**src/rtl/pqmbs_pkg.sv**
```systemverilog
// Shared constants, command codes and cell control type for the score priority queue.
package pqmbs_pkg;

    // Default sizing
    localparam int CAPACITY_DEF   = 64;
    localparam int FIELD_BITS_DEF = 16;

    // Command codes carried on the input tuser
    localparam int CMD_W = 2;

    typedef enum logic [CMD_W-1:0] {
        CMD_INSERT_REPORT = 2'd0,
        CMD_REPORT        = 2'd1,
        CMD_REMOVE_REPORT = 2'd2,
        CMD_INSERT_QUIET  = 2'd3
    } cmd_t;

    // Per-cycle operation broadcast to every cell
    typedef struct packed {
        logic ins;   // place the new record, shift beaten ones right
        logic rem;   // shift every record one place left
    } op_t;

endpackage

```
**src/rtl/pqmbs_cell.sv**
```systemverilog
// One cell of the sorted record chain: holds one record, compares and shifts.
module pqmbs_cell #(
    parameter int FIELD_BITS = pqmbs_pkg::FIELD_BITS_DEF,
    parameter int OCC_W      = 7,
    parameter int INDEX      = 0
) (
    input  logic                  aclk,
    input  pqmbs_pkg::op_t        op,
    input  logic [OCC_W-1:0]      occupancy,
    input  logic [FIELD_BITS-1:0] new_tag,
    input  logic [FIELD_BITS-1:0] new_id,
    input  logic [FIELD_BITS-1:0] new_score,
    input  logic                  left_beat,
    input  logic [FIELD_BITS-1:0] left_tag,
    input  logic [FIELD_BITS-1:0] left_id,
    input  logic [FIELD_BITS-1:0] left_score,
    input  logic [FIELD_BITS-1:0] right_tag,
    input  logic [FIELD_BITS-1:0] right_id,
    input  logic [FIELD_BITS-1:0] right_score,
    output logic                  own_beat,
    output logic [FIELD_BITS-1:0] own_tag,
    output logic [FIELD_BITS-1:0] own_id,
    output logic [FIELD_BITS-1:0] own_score
);

    localparam logic [OCC_W-1:0] INDEX_V = OCC_W'(INDEX);

    logic [FIELD_BITS-1:0] tag_reg,   tag_next;
    logic [FIELD_BITS-1:0] id_reg,    id_next;
    logic [FIELD_BITS-1:0] score_reg, score_next;
    logic                  valid;

    // An empty slot is beaten by any new record; among equals the new one goes behind
    always_comb begin
        valid    = INDEX_V < occupancy;
        own_beat = !valid
                || (new_score > score_reg)
                || ((new_score == score_reg) && (new_id < id_reg));
    end

    // Select the next content: take left on a shift right, new at the insert point,
    // right on a removal, otherwise hold
    always_comb begin
        tag_next   = tag_reg;
        id_next    = id_reg;
        score_next = score_reg;
        if (op.ins) begin
            if (left_beat) begin
                tag_next   = left_tag;
                id_next    = left_id;
                score_next = left_score;
            end else if (own_beat) begin
                tag_next   = new_tag;
                id_next    = new_id;
                score_next = new_score;
            end
        end else if (op.rem) begin
            tag_next   = right_tag;
            id_next    = right_id;
            score_next = right_score;
        end
    end

    always_ff @(posedge aclk) begin
        tag_reg   <= tag_next;
        id_reg    <= id_next;
        score_reg <= score_next;
    end

    assign own_tag   = tag_reg;
    assign own_id    = id_reg;
    assign own_score = score_reg;

endmodule

```
**config.mk**
```make
export PLATFORM = sky130hd
export DESIGN_NAME = pqmbs_cell
export DESIGN_NICKNAME = d
export VERILOG_FILES = /design/src/rtl/pqmbs_pkg.sv /design/src/rtl/pqmbs_cell.sv
export SDC_FILE = /design/constraint.sdc
export NUM_CORES = 1
export LEC_CHECK = 0
export ABC_AREA = 1
export BUFFER_PORTS_ARGS = -buffer_cell sky130_fd_sc_hd__buf_2
export CORE_ASPECT_RATIO = 1.5
export CORE_MARGIN = 2
export CORE_UTILIZATION = 44
export DETAILED_ROUTE_END_ITERATION = 6
export PLACE_DENSITY = 0.83
export SYNTH_ARGS = -nofsm -noshare
export SYNTH_HDL_FRONTEND = slang
export SYNTH_SLANG_ARGS = --single-unit
```
**constraint.sdc**
```tcl
create_clock -name aclk -period 4 [get_ports aclk]
set_input_delay 1 -clock aclk [delete_from_list [all_inputs] [get_ports aclk]]
set_output_delay 1 -clock aclk [all_outputs]
set_load 0.05 [all_outputs]
```
Yosys cells after proc, flatten, opt, wreduce, memory -nomap -nowiden
Cells that the tools add are included.
- logic and storage cells: 26
- output and inout port bits: 49
- input port bits: 155
- flip-flop bits (word level): 48
- muxes and demuxes: 12
- reduce and logical (&&, ||, !) cells: 6
- magnitude comparators: 3
- equality and inequality tests: 2
- operators by type and width (kind ; number):
    two-way mux 16 bit ; 12
    equality test 16 bit ; 1
    greater-than comparator 16 bit ; 1
    less-than comparator 16 bit ; 1
    less-than comparator 1 x 7 -> 1 bit (first input constant) ; 1
    inequality test 3 x 1 -> 1 bit (second input constant) ; 1
    logical OR 1 bit ; 2
    AND reduction 2 bit ; 1
    nonzero test 2 bit ; 1
    logical AND 1 bit ; 1
    zero test 1 bit ; 1

Logic depth before layout (Yosys ltp)
- depth in word-level cells: 7
- mapped depth: 15
- mapped depth without buffers: 15

Worst setup path before layout
Ideal clock, no wire load.
- path kind: input port to flip-flop
- start: in new_score[15]
- end: reg id_reg[0] (netlist: own_id[0]) (enable)
- data arrival time: 3390 ps
- buffers on the path: 0
- setup time: 415 ps
- required time: 3585 ps
- stages on the path: 11
- slack: 195 ps
- path through: ha_1 > nand2_2 > nor2_4 > nand2_2 > nor2_4 > nand2_1 > nor2_1 > nand2_1 > nand3_2 > nor2_2 > nor2_2
- cells in the longest elaborated chain, start to end: 5
- elaborated cells on any way between the ends: 7
- those cells by class: 1 x order compare; 2 x eq/ne; 4 x reduce/logical
- RTL lines (item ; line ; RTL):
    start, declared ; pqmbs_cell.sv:12 ; input logic [FIELD_BITS-1:0] new_score,
    greater-than comparator 16 bit or equality test 16 bit (tied branches) ; pqmbs_cell.sv:37, pqmbs_cell.sv:38 ;
    logical OR 1 bit or logical AND 1 bit (tied branches) ; pqmbs_cell.sv:37, pqmbs_cell.sv:38 ;
    logical OR 1 bit * ; pqmbs_cell.sv:38 ; || ((new_score == score_reg) && (new_id < id_reg));
    named net own_beat ; pqmbs_cell.sv:20 ; output logic own_beat,
    inequality test 3 x 1 -> 1 bit (no source line) * ; n/a ;
    AND reduction 2 bit (no source line) * ; n/a ;
    end signal, assigned ; pqmbs_cell.sv:66 ; id_reg <= id_next;
    end, declared ; pqmbs_cell.sv:29 ; logic [FIELD_BITS-1:0] id_reg, id_next;
Mark *: on every way through the listed nets, which the timed path passes. The rest lies on a longest branch.
A chain may end at the register's enable or synchronous reset.

Worst setup path in the final report
- start: in new_score[15]
- end: out own_beat
- cells in the longest elaborated chain, start to end: 3
- elaborated cells on any way between the ends: 5
- those cells by class: 1 x order compare; 1 x eq/ne; 3 x reduce/logical
- RTL lines (item ; line):
    greater-than comparator 16 bit or equality test 16 bit (tied branches) ; pqmbs_cell.sv:37, pqmbs_cell.sv:38
    logical OR 1 bit or logical AND 1 bit (tied branches) ; pqmbs_cell.sv:37, pqmbs_cell.sv:38
    logical OR 1 bit * ; pqmbs_cell.sv:38
    end, declared ; pqmbs_cell.sv:20
Mark *: on every way between the ends. The rest lies on a longest branch, timed or not.

==> flow_metrics.tcl <==
set metrics [dict create \
    ys_seq_area_share_pct 43.6 \
    p_leak_nw 2.33 \
    worstSetupPathType "input pin to primary output" \
    antenna_left 0 \
    stdcell_area_sq_mm 0.00447 \
    synth_area_per_cell_sq_um 8.02 \
    sw_frac_of_total_pct 38.3 \
    status "completed" \
    layout_commonest_cell "buf_2" \
    initialDrtViolationCount 137 \
    synth_seq_cells 48 \
    path_max_fanout 2 \
    grt_max_degree 66 \
    syn_nets 598 \
    ys_types 23 \
    synth_warnings 0 \
    p_seq_share_pct 43.2 \
    combPwrFrac_pct 38.2 \
    numCtsBuffers 5 \
    grt-ovfl-total 0 \
    dpl_cell_area_sq_mm 0.00439 \
    routedWlPerCell_um 13.0 \
    io_buffers 203 \
    wl_um 9160 \
    clock-sinks 48 \
    grt_pass1_vias 3220 \
    start_util_pct 45.4 \
    clock_latency_ns 0.30 \
    tns_ns 0 \
    crit_slowest_cell "ha_1" \
    worstHoldPathType "input pin to flip-flop" \
    die_y_um 110 \
    crit_arrival_ns 2.39 \
    clock_path_buffers 2 \
    track_usage_pct 21.4 \
    dr.pass1.iters 4 \
    post_cts_buffers 0 \
    die_area_sq_mm 0.00823 \
    worst_pin_slew_ns 0.613 \
    cp_data_required_time_ns 3.00 \
    h-tree-depth 2 \
    slew_headroom_pct 59.1 \
    place_congestion 0.904 \
    period_share_pct 84.7 \
    rows 38 \
    io_pins 204 \
    layout-drive-gt1-share_pct 37.6 \
    diodes 0 \
    critPathCaptureType "primary output" \
    dp_hpwl_um 7110 \
    cts_resized 0 \
    internal_power_w 0.000924 \
    p_sw_w 0.000573 \
    grt_pass1_wl_um 13500 \
    layout-area-overhead-vs-synth_pct 35.1 \
    period_needed_ns 3.39 \
    final_cell_mix "buf_2, nand2_1, nor2_1" \
    slowest_delay_ns 0.31 \
    start_kind "input pin" \
    fin_skew_ns 0.00688 \
    clkTransAtPathRegs_ns 0.09 \
    syn_inst 412 \
    antenna_found_initial 0 \
    max_cap_viol_count 0 \
    ys.flop_type "edfxtp_1" \
    p_per_area_mw_per_mm2 335 \
    hold_viol 0 \
    vias 3468 \
    ir_drop_mv 0.242 \
    hold_buffers 0 \
    core_area_sq_mm 0.00727 \
    postSynth.asyncResetShare_pct 0 \
    drc 0 \
    cts_root_buffer "clkbuf_8" \
    nNetsFinal 792 \
    path_cells "buf_2, ha_1, nand2_2, nor2_4, nand2_2, nor2_4, nand2_1, nor2_1, nand2_1, nand3_2, buf_2" \
    via_per_inst 4.91 \
    final_max_slew_viol_count 0 \
    setup_viol 0 \
    max_freq_mhz 295 \
    clockPowerShare_pct 18.6 \
    syn-cell-area_sq_mm 0.00330 \
    synth_edf_count 48 \
    rsz0062_at_grt "no" \
    die-width_um 74.8 \
    cts_tree "done" \
]
## metrics by stage
stage               setup slack, ns  hold WS [ns]  instances  power [W]  util (%)
global placement              0.623          1.33        699    0.00122      60.3
detailed placement            0.613          1.34        699    0.00123      60.3
floorplan                     0.195          1.25        412    0.00105         -
CTS                           0.607          1.02        707    0.00151      61.4
global route                  0.465          1.04        707    0.00159      61.4
finish                        0.613          1.04        707    0.00150      61.4
## layout make-up
type / instances / area (sq um)
Inverter: 43 / 161
Clock inverter: 1 / 3.75
Multi-Input combinational cell: 300 / 1600
Sequential cell: 48 / 1440
Timing Repair Buffer: 208 / 1060
Fill cell: 677 / 2810
Clock buffer: 7 / 76.3
Tap cell: 100 / 125
## power by group through the flow
stage / logic [W] / registers (W) / clock network (W)
final: 0.000572 / 0.000646 / 0.000279
after global routing: 0.000623 / 0.000652 / 0.000312
after CTS: 0.000576 / 0.000647 / 0.000288
after detailed placement: 0.000574 / 0.000658 / 0
after global placement: 0.000562 / 0.000656 / 0
after floorplan: 0.000202 / 0.000848 / 0
## worst paths after layout
| check | startpoint | to | slack, ns | depth (start not counted) |
|---|---|---|---|---|
| setup / recovery | new_score[15] | own_beat | 0.61 | 11 |
| hold / removal | right_score[14] | own_score[14] | 1.04 | 3 |
| setup reg to reg | own_score[15] | own_tag[12] | 1.76 | 13 |
| hold reg to reg | own_id[15] | own_score[13] | 1.42 | 10 |
## sequential cells by signal (all words and copies together) (netlist names)
name       count
own_tag       16
own_score     16
own_id        16
## synth_stat cells, types with 2 or more instances
library cell	instances	area [sq um]
inv_2	3	11.3
nand2_1	132	495
edfxtp_1	48	1440
ha_1	31	388
nor4_1	2	12.5
nor2_2	4	25.0
nand2_2	5	31.3
buf_2	7	35.0
nor2_1	55	206
nor2_4	2	22.5
o21ai_0	2	10.0
a21oi_1	13	65.1
inv_1	39	146
nor3_1	2	10.0
clkbuf_1	12	45.0
a31oi_1	48	300
## worst max-delay path, delay by kind of cell
kind	cells	cell delay, ns
adders and majority gates	1	0.31
buffers and inverters	2	0.38
and+or+nand+nor	8	0.70
## per-layer routing
| layer | wire [um] | GRT usage, % | up-vias | share of wire, % |
|---|---|---|---|---|
| met3 | 593 | 5.91 | 16 | 6.5 |
| met4 | 223 | 8.93 | 0 | 2.4 |
| li1 | - | - | 1766 | - |
| met5 | 0 | 0 | - | 0 |
| met1 | 3590 | 22.1 | 1548 | 39 |
| met2 | 4750 | 39.6 | 138 | 52 |
## cells by family after synthesis
logic type / after synthesis / share of synthesized area [%]
and+or+nand+nor: 203 / 24.6
AOI/OAI and AO/OA: 66 / 12.0
buffers and inverters: 64 / 8.06
DFF: 48 / 43.6
adders and majority gates: 31 / 11.7
Power figures use the tool's default switching activity.
